$ cat config.mk
export PLATFORM = sky130hd
export DESIGN_NAME = stuffed_frame_deframer_crc16
export DESIGN_NICKNAME = d
export VERILOG_FILES = /design/src/hw/rtl/sfd_pkg.sv /design/src/hw/rtl/sfd_fifo.sv /design/src/hw/rtl/sfd_class.sv /design/src/hw/rtl/sfd_parse.sv /design/src/hw/rtl/stuffed_frame_deframer_crc16.sv
export SDC_FILE = /design/constraint.sdc
export NUM_CORES = 1
export LEC_CHECK = 0
export ABC_AREA = 1
export BUFFER_PORTS_ARGS = -buffer_cell sky130_fd_sc_hd__buf_4
export CAP_MARGIN = 20
export CORE_MARGIN = 2
export CORE_UTILIZATION = 61
export DETAILED_ROUTE_END_ITERATION = 10
export PLACE_DENSITY = 0.8
export RECOVER_POWER = 100
export SKIP_CTS_REPAIR_TIMING = 1
export SLEW_MARGIN = 20
export SYNTH_ARGS = -nofsm -noshare
export SYNTH_HDL_FRONTEND = slang
export SYNTH_SLANG_ARGS = --single-unit
$ cat constraint.sdc
create_clock -name clk -period 3.9 [get_ports clk]
set_input_delay 0.39 -clock clk [delete_from_list [all_inputs] [get_ports clk]]
set_output_delay 0.39 -clock clk [all_outputs]
set_load 0.01 [all_outputs]
$ cat src/hw/rtl/sfd_pkg.sv
// shared types and constants for the stuffed frame deframer
// no dependencies; imported by every module of the block
package sfd_pkg;

  localparam int SFD_MAX_PAYLOAD = 1024;
  localparam int SFD_QUEUE_DEPTH = 2;
  localparam int SFD_LEN_W       = 11;
  localparam int SFD_LEN_LIMIT   = 2047;

  // configuration register indexes
  localparam logic [1:0] CFG_START_CODE   = 2'd0;
  localparam logic [1:0] CFG_END_CODE     = 2'd1;
  localparam logic [1:0] CFG_ESCAPE_CODE  = 2'd2;
  localparam logic [1:0] CFG_HOST_ADDRESS = 2'd3;

  // register reset values
  localparam logic [7:0] RST_START_CODE   = 8'hFC;
  localparam logic [7:0] RST_END_CODE     = 8'hFD;
  localparam logic [7:0] RST_ESCAPE_CODE  = 8'hFE;
  localparam logic [7:0] RST_HOST_ADDRESS = 8'h11;

  localparam logic [7:0]  ESC_XOR  = 8'd20;
  localparam logic [15:0] CRC_POLY = 16'h8408;

  // result kinds
  localparam logic KIND_DATA   = 1'b0;
  localparam logic KIND_STATUS = 1'b1;

  // frame status codes
  localparam logic [2:0] ST_OK    = 3'd0;
  localparam logic [2:0] ST_CRC   = 3'd1;
  localparam logic [2:0] ST_ADDR  = 3'd2;
  localparam logic [2:0] ST_TRUNC = 3'd3;
  localparam logic [2:0] ST_START = 3'd4;
  localparam logic [2:0] ST_LONG  = 3'd5;

  // classified link byte
  typedef struct packed {
    logic       is_start;
    logic       is_end;
    logic       is_esc;
    logic       is_host;
    logic [7:0] data;
  } tok_t;

  // one result item
  typedef struct packed {
    logic                 kind;
    logic [7:0]           data;
    logic [2:0]           status;
    logic [SFD_LEN_W-1:0] length;
  } res_t;

endpackage

$ cat src/hw/rtl/sfd_fifo.sv
// small register queue with full/empty flags
// depends on sfd_pkg
module sfd_fifo
  import sfd_pkg::*;
#(
  parameter int WIDTH = 8,
  parameter int DEPTH = SFD_QUEUE_DEPTH
) (
  input  logic             clk,
  input  logic             rst,
  input  logic             wr_en,
  input  logic [WIDTH-1:0] wr_data,
  output logic             full,
  input  logic             rd_en,
  output logic [WIDTH-1:0] rd_data,
  output logic             empty
);

  localparam int PTR_W = (DEPTH > 1) ? $clog2(DEPTH) : 1;
  localparam int CNT_W = $clog2(DEPTH + 1);
  localparam logic [PTR_W-1:0] LAST = PTR_W'(DEPTH - 1);
  localparam logic [CNT_W-1:0] FULL_CNT = CNT_W'(DEPTH);

  logic [WIDTH-1:0] mem [DEPTH];
  logic [PTR_W-1:0] wr_ptr;
  logic [PTR_W-1:0] rd_ptr;
  logic [CNT_W-1:0] count;
  logic             do_wr;
  logic             do_rd;

  assign full    = (count == FULL_CNT);
  assign empty   = (count == '0);
  assign do_wr   = wr_en & ~full;
  assign do_rd   = rd_en & ~empty;
  assign rd_data = mem[rd_ptr];

  always_ff @(posedge clk) begin
    if (do_wr) begin
      mem[wr_ptr] <= wr_data;
    end
  end

  always_ff @(posedge clk) begin
    if (rst) begin
      wr_ptr <= '0;
      rd_ptr <= '0;
      count  <= '0;
    end else begin
      if (do_wr) begin
        wr_ptr <= (wr_ptr == LAST) ? '0 : wr_ptr + 1'b1;
      end
      if (do_rd) begin
        rd_ptr <= (rd_ptr == LAST) ? '0 : rd_ptr + 1'b1;
      end
      if (do_wr && !do_rd) begin
        count <= count + 1'b1;
      end else if (do_rd && !do_wr) begin
        count <= count - 1'b1;
      end
    end
  end

endmodule

$ cat src/hw/rtl/sfd_class.sv
// front end: configuration registers and control code classification
// depends on sfd_pkg
module sfd_class
  import sfd_pkg::*;
(
  input  logic       clk,
  input  logic       rst,
  input  logic       cfg_we,
  input  logic [1:0] cfg_index,
  input  logic [7:0] cfg_data,
  input  logic [7:0] rx_byte,
  output tok_t       tok
);

  logic [7:0] start_code;
  logic [7:0] end_code;
  logic [7:0] escape_code;
  logic [7:0] host_address;

  always_ff @(posedge clk) begin
    if (rst) begin
      start_code   <= RST_START_CODE;
      end_code     <= RST_END_CODE;
      escape_code  <= RST_ESCAPE_CODE;
      host_address <= RST_HOST_ADDRESS;
    end else if (cfg_we) begin
      unique case (cfg_index)
        CFG_START_CODE:   start_code   <= cfg_data;
        CFG_END_CODE:     end_code     <= cfg_data;
        CFG_ESCAPE_CODE:  escape_code  <= cfg_data;
        CFG_HOST_ADDRESS: host_address <= cfg_data;
        default: ;
      endcase
    end
  end

  always_comb begin
    tok.is_start = (rx_byte == start_code);
    tok.is_end   = (rx_byte == end_code);
    tok.is_esc   = (rx_byte == escape_code);
    tok.is_host  = (rx_byte == host_address);
    tok.data     = rx_byte;
  end

endmodule

$ cat src/hw/rtl/sfd_parse.sv
// back end: frame parser, unescape, holdback, crc16 check and status
// depends on sfd_pkg
module sfd_parse
  import sfd_pkg::*;
#(
  parameter int MAX_PAYLOAD = SFD_MAX_PAYLOAD
) (
  input  logic clk,
  input  logic rst,
  input  tok_t tok,
  input  logic tok_valid,
  output logic tok_pop,
  input  logic res_full,
  output logic res_push,
  output res_t res
);

  localparam logic [SFD_LEN_W-1:0] LEN_CAP =
    SFD_LEN_W'((MAX_PAYLOAD > SFD_LEN_LIMIT) ? SFD_LEN_LIMIT : MAX_PAYLOAD);

  typedef enum logic [2:0] {
    M_IDLE, M_ADDR, M_BODY, M_ESC, M_DROP
  } mode_t;

  function automatic logic [15:0] crc_step(input logic [15:0] crc, input logic [7:0] b);
    logic [15:0] c;
    c = crc ^ {8'h00, b};
    for (int k = 0; k < 8; k++) begin
      c = c[0] ? ((c >> 1) ^ CRC_POLY) : (c >> 1);
    end
    return c;
  endfunction

  mode_t                mode, mode_next;
  logic [15:0]          crc, crc_next;
  logic [7:0]           hb0, hb0_next;
  logic [7:0]           hb1, hb1_next;
  logic [1:0]           hb_count, hb_count_next;
  logic [SFD_LEN_W-1:0] byte_count, byte_count_next;

  logic       emit;
  logic [7:0] dec;
  logic       do_dec;

  assign tok_pop  = tok_valid & ~res_full;
  assign res_push = tok_pop & emit;

  always_comb begin
    mode_next       = mode;
    crc_next        = crc;
    hb0_next        = hb0;
    hb1_next        = hb1;
    hb_count_next   = hb_count;
    byte_count_next = byte_count;
    emit            = 1'b0;
    do_dec          = 1'b0;
    dec             = tok.data;
    res             = '{kind: KIND_STATUS, data: 8'h00, status: ST_OK, length: '0};

    unique case (mode) inside
      M_ADDR: begin
        if (tok.is_start) begin
          emit       = 1'b1;
          res.status = ST_START;
        end else if (tok.is_end) begin
          mode_next  = M_IDLE;
          emit       = 1'b1;
          res.status = ST_TRUNC;
        end else if (!tok.is_host) begin
          mode_next  = M_DROP;
          emit       = 1'b1;
          res.status = ST_ADDR;
        end else begin
          crc_next  = crc_step(16'h0000, tok.data);
          mode_next = M_BODY;
        end
      end
      M_BODY: begin
        if (tok.is_start) begin
          emit            = 1'b1;
          res.status      = ST_START;
          res.length      = byte_count;
          mode_next       = M_ADDR;
          crc_next        = '0;
          hb_count_next   = '0;
          byte_count_next = '0;
        end else if (tok.is_end) begin
          mode_next = M_IDLE;
          emit      = 1'b1;
          if (hb_count != 2'd2) begin
            res.status = ST_TRUNC;
          end else begin
            res.status = ({hb0, hb1} == crc) ? ST_OK : ST_CRC;
            res.length = byte_count;
          end
        end else if (tok.is_esc) begin
          mode_next = M_ESC;
        end else begin
          do_dec = 1'b1;
        end
      end
      M_ESC: begin
        mode_next = M_BODY;
        dec       = tok.data ^ ESC_XOR;
        do_dec    = 1'b1;
      end
      M_DROP, M_IDLE: begin
        if (tok.is_start) begin
          mode_next       = M_ADDR;
          crc_next        = '0;
          hb_count_next   = '0;
          byte_count_next = '0;
        end else if (tok.is_end || mode == M_IDLE) begin
          mode_next = M_IDLE;
        end
      end
      default: mode_next = M_IDLE;
    endcase

    // holdback: a decoded byte pushes the oldest held byte out as payload
    if (do_dec) begin
      if (hb_count != 2'd2) begin
        if (hb_count[0]) begin
          hb1_next = dec;
        end else begin
          hb0_next = dec;
        end
        hb_count_next = hb_count + 1'b1;
      end else if (byte_count >= LEN_CAP) begin
        mode_next  = M_DROP;
        emit       = 1'b1;
        res.status = ST_LONG;
        res.length = byte_count;
      end else begin
        hb0_next        = hb1;
        hb1_next        = dec;
        crc_next        = crc_step(crc, hb0);
        byte_count_next = byte_count + 1'b1;
        emit            = 1'b1;
        res.kind        = KIND_DATA;
        res.data        = hb0;
      end
    end
  end

  always_ff @(posedge clk) begin
    if (rst) begin
      mode       <= M_IDLE;
      crc        <= '0;
      hb_count   <= '0;
      byte_count <= '0;
    end else if (tok_pop) begin
      mode       <= mode_next;
      crc        <= crc_next;
      hb_count   <= hb_count_next;
      byte_count <= byte_count_next;
    end
  end

  always_ff @(posedge clk) begin
    if (tok_pop) begin
      hb0 <= hb0_next;
      hb1 <= hb1_next;
    end
  end

endmodule

$ cat src/hw/rtl/stuffed_frame_deframer_crc16.sv
// top level of the byte-stuffed frame deframer with crc16/kermit check
// depends on sfd_pkg, sfd_class, sfd_fifo, sfd_parse
//
//   channel   handshake            payload
//   -------   ------------------   ---------------------------------------------
//   input     push / full          rx_byte
//   result    empty / pop          result_kind, data_byte, frame_status,
//                                  payload_length
//   config    cfg_we               cfg_index, cfg_data
//
// one link byte per cycle sustained while the result side pops; the parser
// consumes a queued byte every cycle in which the result queue has room, and
// the byte-wide crc update plus the unescape step are the longest path in the
// parser; each result passes the byte queue, the parser and the result queue
// rst is synchronous and restores the reset register values, idle hunt mode
// a stalled result side fills the result queue, then the byte queue, then
// raises full; each queue holds QUEUE_DEPTH transactions
module stuffed_frame_deframer_crc16
  import sfd_pkg::*;
#(
  parameter int MAX_PAYLOAD = SFD_MAX_PAYLOAD,
  parameter int QUEUE_DEPTH = SFD_QUEUE_DEPTH
) (
  input  logic                 clk,
  input  logic                 rst,
  // configuration writes
  input  logic                 cfg_we,
  input  logic [1:0]           cfg_index,
  input  logic [7:0]           cfg_data,
  // link bytes in
  input  logic                 push,
  output logic                 full,
  input  logic [7:0]           rx_byte,
  // results out
  output logic                 empty,
  input  logic                 pop,
  output logic                 result_kind,
  output logic [7:0]           data_byte,
  output logic [2:0]           frame_status,
  output logic [SFD_LEN_W-1:0] payload_length
);

  tok_t in_tok;
  tok_t q_tok;
  logic tok_empty;
  logic tok_pop;
  logic res_full;
  logic res_push;
  res_t res_in;
  res_t res_out;

  // front: classify each byte against the control codes as it arrives
  sfd_class u_class (
    .clk       (clk),
    .rst       (rst),
    .cfg_we    (cfg_we),
    .cfg_index (cfg_index),
    .cfg_data  (cfg_data),
    .rx_byte   (rx_byte),
    .tok       (in_tok)
  );

  // classified bytes wait here until the parser can take them
  sfd_fifo #(
    .WIDTH ($bits(tok_t)),
    .DEPTH (QUEUE_DEPTH)
  ) u_tok_q (
    .clk     (clk),
    .rst     (rst),
    .wr_en   (push),
    .wr_data (in_tok),
    .full    (full),
    .rd_en   (tok_pop),
    .rd_data (q_tok),
    .empty   (tok_empty)
  );

  // back: frame state, holdback, crc and status
  sfd_parse #(
    .MAX_PAYLOAD (MAX_PAYLOAD)
  ) u_parse (
    .clk       (clk),
    .rst       (rst),
    .tok       (q_tok),
    .tok_valid (~tok_empty),
    .tok_pop   (tok_pop),
    .res_full  (res_full),
    .res_push  (res_push),
    .res       (res_in)
  );

  // results queue, the oldest one drives the result ports
  sfd_fifo #(
    .WIDTH ($bits(res_t)),
    .DEPTH (QUEUE_DEPTH)
  ) u_res_q (
    .clk     (clk),
    .rst     (rst),
    .wr_en   (res_push),
    .wr_data (res_in),
    .full    (res_full),
    .rd_en   (pop),
    .rd_data (res_out),
    .empty   (empty)
  );

  assign result_kind    = res_out.kind;
  assign data_byte      = res_out.data;
  assign frame_status   = res_out.status;
  assign payload_length = res_out.length;

endmodule
### Yosys cells after proc, flatten, opt, wreduce, memory -nomap -nowiden

Memory sizes are Yosys's and may differ from the RTL's. A register that Yosys moved wholly into a read port is not among the register bits.
Cells that the tools add are included.

* register bits: 88
* output and inout port bits: 25
* bits in writable memories: 70
* memories kept: 2
* bits of input ports: 23

* $lt $le $gt $ge: 1
* bitwise logic cells: 28
* reduce and logical (&&, ||, !) cells: 23
* eq/ne operators: 18
* multiplexer cells: 94
* add/subtract/negate cells: 10

Memories
* u_res_q.mem: words 2, bits a word 23, rd ports 1, clocked after Yosys merged registers in 1, write ports 1, RTL line sfd_fifo.sv:24 `logic [WIDTH-1:0] mem [DEPTH];`
* u_tok_q.mem: words 2, bits a word 12, rd ports 1, clocked after Yosys merged registers in 1, write ports 1, RTL line sfd_fifo.sv:24

Operators with widths (number)
* $mux 16: 23
* $mux 11: 7
* $mux 8: 6
* $mux 23: 2
* $not 2->3: 15
* $mux 14: 3
* $mux 3: 14
* $eq 8x8->1: 4
* $pmux 16 s2: 1
* $mux 1: 23
* $mux 2: 9
* $eq 16x16->1: 1
* $xor 16x8->16: 1
* $pmux 3 s4: 1
* $add 11x1->11 const B: 1
* $ge 11x11->1 const B: 1
* $mux 9: 1
* $eq 2x2->1 const B: 4
* $reduce_and 2->1: 4
* $reduce_and 4->1: 2
* $add 2x1->2 const B: 3
* $and 1x1->1: 6
* $eq 3x2->1 const B: 2
* $logic_not 2->1: 3
* 20 further kinds: 37

### Depth between registers and ports, before layout

Gate-level depths: netlist of run 1.

* word-level depth: 23
* mapped depth: 15
* mapped depth without buffers: 14

### Hierarchy

A second synthesis of run 1 with hierarchy kept.

* cells, all modules: 1047
* area total of the unflattened synthesis: 8424.3 um^2

Modules (own cells, without submodules)
* sfd_parse: area an instance 3602.2 um^2, times used 1, cells an instance 570
* sfd_fifo (u_res_q): area an instance 1915.6 um^2, times used 1, cells an instance 108
* sfd_class: area an instance 1786.7 um^2, times used 1, cells an instance 294
* sfd_fifo (u_tok_q): area an instance 1116.1 um^2, times used 1, cells an instance 74
* stuffed_frame_deframer_crc16: area an instance 3.8 um^2, times used 1, cells an instance 1

### Least setup slack after synthesis of run 1

OpenSTA, ideal clock, no wires.

* path kind: reg2reg
* start point: register with a tool-made name
* end point: memory u_res_q.mem[0][0] in the netlist's numbering, enable pin
* arrival time: 2.321 ns
* library setup time: 0.403 ns
* data required time: 3.497 ns
* cell stages (with the launch flop): 13
* path slack: 1.176 ns
* cells stage by stage: dfxtp_1 -> inv_2 -> buf_6 -> nand2_4 -> nand2_4 -> nor2_8 -> nand3_2 -> nand2_2 -> buf_6 -> nand2_4 -> a21oi_4 -> inv_1 -> nor2_1

RTL lines (RTL line)
* end: declaration: sfd_fifo.sv:24

==> results of run 1 <==
## power by group through the flow
stage	logic (mW)	registers (mW)	clock network, mW
after floorplan	1.12	2.11	0
after global placement	1.42	2.18	0
after detailed placement	1.44	2.19	0
after CTS	1.45	2.16	1.67
after global routing	1.54	2.18	1.75
final	1.37	2.16	1.65
## cell families (layout without fill, tap and decap cells)
group | count (synthesis) | after routing
fa+ha+maj | 4 | 4
buf+inv | 123 | 184
xor+xnor | 53 | 53
compound gates | 126 | 126
flops | 160 | 160
simple gates | 412 | 412
mux | 23 | 23
## worst max path at each step
stage	startpoint	endpoint	cells past startpoint
floorplan	flip-flop	u_res_q.mem[0][0]	12
finish	flip-flop	u_res_q.mem[0][1]	11
detailed placement	flip-flop	u_res_q.count[1]	13
CTS	flip-flop	u_res_q.count[1]	13
global route	flip-flop	u_res_q.mem[1][14]	11
global placement	flip-flop	u_res_q.count[1]	13
## worst register-to-register path, cell delays in order, from the launching register on
cell and delay, ns:
dfxtp_1 0.70, inv_1 0.34, nand2_1 0.15, nand2_2 0.12, nor2_8 0.17, nand3_2 0.08
nand2_1 0.32, nand2_4 0.10, a21oi_4 0.20, inv_1 0.08, nor2_2 0.08, clkbuf_2 0.47
## layer usage
| layer | track usage, % | vias to the layer above |
|---|---|---|
| met5 | 0 | - |
| met4 | 14.04 | 0 |
| met3 | 6.282 | 62 |
| met2 | 44.33 | 263 |
| met1 | 31.95 | 2840 |
| li1 | - | 3064 |
## flip-flops by register name, indices dropped and copies added (netlist names), named ones only
register,flops
u_res_q.mem,46
u_tok_q.mem,24
u_parse.crc,16
u_parse.byte_count,11
u_class.end_code,8
u_class.escape_code,8
u_class.host_address,8
u_class.start_code,8
u_parse.hb0,8
u_parse.hb1,8
u_parse.mode,3
u_res_q.count,2
u_tok_q.count,2
u_parse.hb_count,1
u_res_q.rd_ptr,1
u_res_q.wr_ptr,1
u_tok_q.rd_ptr,1
u_tok_q.wr_ptr,1
## cells in the final DEF, fill, tap and decap left out, types with 2 or more instances in the layout
cell,n
a21oi_1,45
buf_4,17
bufinv_16,2
clkbuf_1,37
clkbuf_16,17
clkbuf_2,2
clkinv_1,3
clkinv_4,2
clkinvlp_4,2
dfxtp_1,74
edfxtp_1,86
ha_1,4
inv_1,91
inv_2,4
inv_6,5
mux2_2,23
nand2_1,232
nand2_2,3
nand2_4,3
nand3_1,53
nand4_1,16
nor2_1,81
nor2_4,3
nor3_1,10
nor4_1,2
o2111ai_1,2
o21ai_0,62
o21ai_1,5
o22ai_1,6
or2_2,4
xnor2_1,34
xor2_1,19
## through the flow
stage	std cells	hold slack (ns)	util, %	instance area, um2
6_report	1134	0.2134	69.42	8725
5_1_grt	1134	0.2082	69.42	8725
4_1_cts	1134	0.2095	70.83	8902
3_5_place_dp	1102	0.4451	66.10	8308
3_3_place_gp	1102	0.4355	66.10	8308
2_1_floorplan	901	0.4257	-	7818
## final cells by class
class,instances,area [um2]
repair buffers,55,272.8
inverters,97,364.1
well taps,172,215.2
clock inverters,13,151.4
clock buffers,19,442.9
multi-input cells,618,3214
flip-flops and latches,160,4064
fillers,1054,3844
==> impl_metrics.tcl, run 1 <==
set metrics [dict create \
    status "complete, but fails checks" \
    violations "max-capacitance violations, max-slew violations" \
    wl_met1_um 7039 \
    grtUsageTotal_pct 26.55 \
    p_switching_mw 1.745 \
    tns_ns 0 \
    ys.flop_type "edfxtp_1" \
    final-setup-viol-count 0 \
    fin_skew_ns 0.01280 \
    cp.arrival_ns 3.24 \
    start_util_pct 62.20 \
    synth.area.mux_share_pct 3.313 \
    yosysTopAreaCellShare_pct 33.03 \
    r2r_setup_slack_ns 0.72 \
    async_reset_ff_share_pct 0 \
    cts_sinks 160 \
    critPathSlowestCell "dfxtp_1" \
    swShare_pct 33.70 \
    hold_viol_final 0 \
    min_to "u_class.end_code[5]" \
    num-nets-final 976 \
    finalCriticalPeriod_ns 3.183 \
    path_clk_slew_ns 0.06 \
    dr.pass1.iters 8 \
    synth_top_family_by_area "simple AND/OR/NAND/NOR gates" \
    io_buffer_count 47 \
    ant_nets 0 \
    powerDensity_nw_per_um2 593.4 \
    clockPowerShare_pct 31.9 \
    drive_above_1_share_pct 9.875 \
    crit_chain "inv_1 -> nand2_1 -> nand2_2 -> nor2_8 -> nand3_2 -> nand2_1 -> nand2_4 -> a21oi_4 -> inv_1 -> nor2_2 -> clkbuf_2" \
    ys_ff_latch 160 \
    p_total_mw 5.177 \
    r2r-end "u_res_q.mem[0][1]" \
    fp.dieH_um 117.2 \
    synth_compound_gate_area_share_pct 8.819 \
    ys_seq_area_share_pct 51.98 \
    route.met2.wl_um 8237 \
    whs_path_depth 3 \
    diodes 0 \
    syn_area_per_cell_um2 8.676 \
    synth-simple-area-share_pct 22.86 \
    wl_per_cell_um 15.12 \
    pwr-share-seq_pct 41.6 \
    synth-xor-area-share_pct 5.938 \
    synthAdderAreaFrac_pct 0.6402 \
    antenna_found_initial 0 \
    criticalPathCategory "flip-flop to flip-flop" \
    end_kind "flip-flop" \
    synth_area_leader_cell "edfxtp_1" \
    coreArea_um2 12570 \
    num_rows 41 \
    max_cap_viol_count 1 \
    clock_path_buffers 2 \
    hp-class "primary input to flip-flop" \
    ios 48 \
    rr_worst_depth 11 \
    slowest_delay_ns 0.70 \
    place_congestion 0.9580 \
    cts_made_buffers 17 \
    route.detailed.drc 0 \
    grt_overflow 0 \
    yosysMostFrequentCell "nand2_1" \
    fmax_mhz 314.2 \
    root_buffer "clkbuf_16" \
    netlist-cell-type-count 41 \
    cp_top_family "simple AND/OR/NAND/NOR gates" \
    routed.top_layer "met4" \
    wl_met3_um 1189 \
    final-max-slew-violation-count 58 \
    design.die.area_um2 13740 \
    routed_via_density 5.493 \
    rsz0062_at_grt "no" \
    htree_levels 4 \
    p_leak_nw 3.493 \
    yosys_warnings 0 \
    postSynthCellCount 901 \
    cts_tree "built" \
    area_delta_synth_final_pct 11.60 \
    combPwrFrac_pct 26.5 \
    netlist_area_um2 7817 \
    pre_cts_ws_ns 1.046 \
    min_from "cfg_data[5]" \
    grt_max_degree 58 \
    synth.top_cells.by_count "228 x nand2_1, 88 x inv_1, 86 x edfxtp_1" \
    synthesis.nets 928 \
    clk-insertion-delay-late_ns 0.43 \
    peakVddDrop_uv 292.0 \
    slew_headroom_pct -65.29 \
    drt_iter0_markers 461 \
    worstPathRequired_ns 3.96 \
    worst-path-buf-inv 3 \
    synth_edf_count 86 \
    grt_pass1_wl_um 27700 \
    tightestPinTransition_ns 2.479 \
    grt_pass1_vias 5746 \
    timing.final.crit_share_pct 81.60 \
    setup_slack_ns 0.7174 \
    vias 6229 \
    wirelength_um 17140 \
    critPathLaunchType "flip-flop" \
    internal_power_mw 3.432 \
    die_w_um 117.2 \
    dp_hpwl_um 12130 \
    critPathMaxFanout 23 \
    netlist_top_cells_area "edfxtp_1 33%, dfxtp_1 19%, nand2_1 11%" \
]
No activity file was read; power rests on OpenSTA's default activity.
==> inputs of run 2 (changes only) <==
- ABC_AREA: 1 -> 0
- CORE_UTILIZATION: 61 -> 55
- PLACE_DENSITY: 0.8 -> 0.76
- clock period: 3.9 -> 2.7 ns (I/O delays scaled with it)
==> run 2 against run 1 <==
Net effect:
- the flow now finishes without violations
- final cell count is 17% lower
- power is 31% higher
- synthesized area is 2.4% lower
- highest routed layer unchanged
- sequential power is 37% higher
- largest power group unchanged
- clock power is 45% higher
==> impl_metrics.tcl, run 2 <==
set metrics [dict create \
    status "finished, final reports clean" \
    p_total_mw 6.800 \
    route.detailed.drc 0 \
    max_cap_viol_count 0 \
    grt_max_degree 48 \
    netlist_top_cells_area "edfxtp_1 34%, dfxtp_1 19%, xnor2_1 8.0%" \
    yosysTopAreaCellShare_pct 33.83 \
    ys_seq_area_share_pct 53.24 \
    tns_ns 0 \
    slew_headroom_pct 45.69 \
    dr.pass1.iters 5 \
    ant_nets 0 \
    synth_area_leader_cell "edfxtp_1" \
    grt_pass1_wl_um 25430 \
    min_from "cfg_data[0]" \
    timing.final.crit_share_pct 92.76 \
    io_buffer_count 47 \
    start_util_pct 55.64 \
    powerDensity_nw_per_um2 793.2 \
    hp-class "primary input to flip-flop" \
    fp.dieH_um 121.8 \
    place_congestion 0.8661 \
    finalHoldWorstSlack_ns 0.08415 \
    synth_edf_count 86 \
    cts_sinks 160 \
    yosys_warnings 0 \
    clk-insertion-delay-late_ns 0.42 \
    routed_via_density 5.539 \
    place_area_um2 8150 \
    final-setup-viol-count 0 \
    peakVddDrop_uv 454.8 \
    ios 48 \
    antenna_found_initial 0 \
    design.die.area_um2 14840 \
    num-nets-final 775 \
    largest_register_ffs 46 \
    final_cell_mix "87 x nand2_1, 86 x edfxtp_1, 74 x dfxtp_1" \
    htree_levels 4 \
    synthesis.nets 729 \
    r2r-end "u_res_q.mem[0][9]" \
    final-max-slew-violation-count 0 \
    num_rows 43 \
    ys.flop_type "edfxtp_1" \
    grt_overflow 0 \
    end_kind "flip-flop" \
    r2r_setup_slack_ns 0.20 \
    final_common_cell "nand2_1" \
    synth.top_cells.by_count "87 x nand2_1, 86 x edfxtp_1, 74 x dfxtp_1" \
    vias 5212 \
    worstPathRequired_ns 2.87 \
    finish.utilization_pct 62.48 \
    p_leak_nw 2.941 \
    reg.largest.list "u_res_q.mem (46), u_tok_q.mem (24), u_parse.crc (16)" \
    tightestPinTransition_ns 0.7941 \
    rsz0062_at_grt "no" \
    fin_skew_ns 0.007892 \
    root_buffer "clkbuf_16" \
    ff_latch_area_um2 4064 \
    fillers 1098 \
    async_reset_ff_share_pct 0 \
    postSynthCellCount 702 \
    netlist_area_um2 7634 \
    drive_above_1_share_pct 13.67 \
    whs_path_depth 3 \
    clock_path_buffers 2 \
    dp_hpwl_um 11110 \
    cp.arrival_ns 2.67 \
    top_register "u_res_q.mem" \
    cts_made_buffers 17 \
    criticalPathCategory "flip-flop to flip-flop" \
    fmax_mhz 399.3 \
    netlist-cell-type-count 70 \
    grt_pass1_vias 5109 \
    critPathLaunchType "flip-flop" \
    yosysMostFrequentCell "nand2_1" \
    fin_area_um2 8572 \
    cts_tree "built" \
    rr_worst_depth 5 \
    multi_input_area_um2 3322 \
    die_w_um 121.8 \
    coreArea_um2 13720 \
    hold_viol_final 0 \
    wl_per_cell_um 16.52 \
    ys_ff_latch 160 \
    path_clk_slew_ns 0.07 \
    finalCriticalPeriod_ns 2.505 \
    syn_area_per_cell_um2 10.87 \
    critPathMaxFanout 20 \
    wirelength_um 15540 \
    min_to "u_class.end_code[0]" \
    diodes 0 \
    drt_iter0_markers 334 \
    area_delta_synth_final_pct 12.29 \
    grtUsageTotal_pct 22.29 \
]
-- run 2: worst max path at each step --
stage / from / endpoint / slack, ns
3_3_place_gp: flip-flop / u_res_q.mem[0][8] / 0.37
6_report: flip-flop / u_res_q.mem[0][9] / 0.20
4_1_cts: flip-flop / u_res_q.mem[1][3] / 0.22
2_1_floorplan: u_parse.mode[0] / u_res_q.mem[0][0] / 0.36
5_1_grt: flip-flop / u_res_q.mem[1][6] / 0.03
3_5_place_dp: flip-flop / u_res_q.mem[1][4] / 0.25
-- run 2: cell type report --
cell class | count | share of cell area [%]
Tap cell | 180 | 2.627
Clock buffer | 18 | 5.123
Inverter | 15 | 0.6860
Sequential cell | 160 | 47.41
Clock inverter | 14 | 1.825
Multi-Input combinational cell | 494 | 38.75
Timing Repair Buffer | 60 | 3.576
-- run 2: power breakdown --
group	internal [mW]	switching, mW
clock	1.40	0.993
sequential	2.80	0.144
combinational	0.591	0.868
-- run 2: worst max-delay path: stages (launching register included) --
cell and delay, ns:
dfxtp_1 0.55, buf_4 0.34, mux2_1 0.43, o2111ai_1 0.43
nand2_1 0.25, and2_0 0.24
-- run 2: layer usage --
metal | GRT usage, % | up-vias | part of all wire [%]
met5 | 0 | - | 0
met4 | 10.56 | 0 | 2.5
met3 | 5.899 | 34 | 4.9
met2 | 36.84 | 138 | 49
met1 | 27.21 | 2463 | 43
li1 | - | 2577 | -
-- run 2: cell families after synthesis --
group / count (synthesis) / synth area share (%)
and+or+nand+nor: 251 / 16.46
DFF: 160 / 53.24
AOI/OAI and AO/OA: 96 / 8.982
xor gates and xnor gates: 93 / 10.67
muxes: 50 / 7.114
buffers and inverters: 48 / 2.885
adders and majority gates: 4 / 0.6557
-- run 2: per-stage QoR --
step / cells / setup WS [ns]
6_report: 941 / 0.1955
5_1_grt: 941 / 0.03373
4_1_cts: 941 / 0.2195
2_1_floorplan: 702 / 0.3621
3_5_place_dp: 909 / 0.2450
3_3_place_gp: 909 / 0.3695
==> inputs of run 3 (changes only) <==
- CORE_UTILIZATION: 55 -> 61
- PLACE_DENSITY: 0.76 -> default
- PLACE_DENSITY_LB_ADDON: default -> 0.25
- clock period: 2.7 -> 2.4 ns (I/O delays scaled with it)
==> run 3 against run 2 <==
Net effect:
- non-clock buffer count is 13 higher
- largest cell class unchanged
- clock skew about the same
- global-route usage rose by 3.8 points
- routed wire length grew 6.5%
==> impl_metrics.tcl, run 3 (synthesis results as in run 2) <==
set metrics [dict create \
    status "finished, final reports clean" \
    finalCriticalPeriod_ns 2.327 \
    root_buffer "clkbuf_16" \
    dp_hpwl_um 11760 \
    diodes 0 \
    grt_pass1_wl_um 26650 \
    crit_chain "nor4_1 -> buf_4 -> o311a_4 -> nand2_1 -> or4_1 -> a21oi_1" \
    cp_top_family "simple AND/OR/NAND/NOR gates" \
    ios 48 \
    fp.dieH_um 115.9 \
    p_leak_nw 2.978 \
    start_util_pct 63.03 \
    routed_via_density 5.804 \
    reg.largest.list "u_res_q.mem (46), u_tok_q.mem (24), u_parse.crc (16)" \
    grt_max_degree 47 \
    tns_ns 0 \
    fin_cells 942 \
    peakVddDrop_uv 550.7 \
    rr_worst_depth 6 \
    fin_skew_ns 0.007851 \
    final-setup-viol-count 0 \
    rsz0062_at_grt "no" \
    wirelength_um 16550 \
    grt_pass1_vias 5488 \
    powerDensity_nw_per_um2 900.4 \
    drive_above_1_share_pct 14.73 \
    io_buffer_count 47 \
    cts_made_buffers 17 \
    dp_cells 910 \
    max_cap_viol_count 0 \
    ant_nets 0 \
    pre_cts_ws_ns 0.1400 \
    cp.arrival_ns 2.68 \
    finalHoldWorstSlack_ns 0.05520 \
    route.detailed.drc 0 \
    place_congestion 0.9310 \
    slew_headroom_pct 55.60 \
    slowest_delay_ns 0.56 \
    critPathSlowestCell "or4_1" \
    hold_viol_final 0 \
    r2r-start "u_tok_q.mem[0][11]" \
    htree_levels 4 \
    min_to "u_class.end_code[2]" \
    worst-path-buf-inv 1 \
    hp-class "primary input to flip-flop" \
    drt_iter0_markers 341 \
    design.die.area_um2 13420 \
    final_cell_mix "88 x nand2_1, 86 x edfxtp_1, 74 x dfxtp_1" \
    r2r_setup_slack_ns 0.07 \
    num-nets-final 788 \
    grtUsageTotal_pct 26.07 \
    final-max-slew-violation-count 0 \
    clk-insertion-delay-late_ns 0.42 \
    cts_sinks 160 \
    num_rows 40 \
    timing.final.crit_share_pct 96.95 \
    tightestPinTransition_ns 0.6615 \
    coreArea_um2 12110 \
    worstPathRequired_ns 2.75 \
    area_delta_synth_final_pct 13.26 \
    critPathLaunchType "flip-flop" \
    r2r-end "u_parse.byte_count[9]" \
    die_w_um 115.9 \
    final_common_cell "nand2_1" \
    largest_register_ffs 46 \
    fmax_mhz 429.8 \
    cts_tree "built" \
    setup_slack_ns 0.07325 \
    fin_area_um2 8646 \
    criticalPathCategory "flip-flop to flip-flop" \
    min_from "cfg_data[2]" \
    path_clk_slew_ns 0.06 \
    vias 5467 \
    place_area_um2 8258 \
    antenna_found_initial 0 \
    grt_overflow 0 \
    wl_per_cell_um 17.57 \
    dr.pass1.iters 5 \
    top_register "u_res_q.mem" \
    end_kind "flip-flop" \
    whs_path_depth 3 \
    clock_path_buffers 2 \
    critPathMaxFanout 12 \
]
==> run 3: cell types whose count changed in the layout (fill, tap and decap cells not counted), moves of 2 or more <==
cell	previous run	this run
and2_1	7	3
inv_6	4	0
and2_0	13	17
clkbuf_1	37	42
clkinv_2	0	3
clkinvlp_4	5	3
buf_4	19	29
==> run 3: worst max path at each step <==
| stage | from | end | slack, ns | depth (start not counted) |
|---|---|---|---|---|
| global route | flip-flop | u_res_q.count[1] | 0.002 | 6 |
| floorplan | u_parse.mode[0] | u_res_q.mem[0][0] | 0.06 | 5 |
| detailed placement | flip-flop | u_res_q.count[1] | 0.14 | 6 |
| global placement | flip-flop | u_res_q.count[1] | 0.17 | 6 |
| finish | u_tok_q.mem[0][11] | u_parse.byte_count[9] | 0.07 | 6 |
| CTS | flip-flop | u_res_q.count[1] | 0.11 | 6 |
==> run 3: area by class of cell <==
type / count / area [um2]
clock inverter: 10 / 136.4
timing repair buffer: 73 / 394.1
inverter: 15 / 56.30
clock buffer: 22 / 464.2
tap: 168 / 210.2
fill: 919 / 3466
sequential: 160 / 4064
multi-input combinational: 494 / 3321
==> run 3: report_power, final <==
| part | internal, mW | switching (mW) |
|---|---|---|
| registers | 3.16 | 0.159 |
| logic | 0.735 | 1.02 |
| clock network | 1.69 | 1.03 |
==> run 3: worst reg2reg max path, cell delays in order (launching register included) <==
cell and delay (ns):
edfxtp_1 0.47, nor4_1 0.41, buf_4 0.19, o311a_4 0.30
nand2_1 0.19, or4_1 0.56, a21oi_1 0.15
==> run 3: metal layers <==
metal	share of wire [%]	GRT usage [%]
met5	0	0
met3	6.5	5.282
met2	50	45.50
met4	3.5	13.33
met1	40	30.53
==> run 3: through the flow <==
stage / total power, mW / util (%)
after floorplan: 4.642 / -
after global placement: 5.225 / 68.18
after detailed placement: 5.282 / 68.18
after CTS: 7.990 / 73.14
after global routing: 8.099 / 71.38
final: 7.785 / 71.38
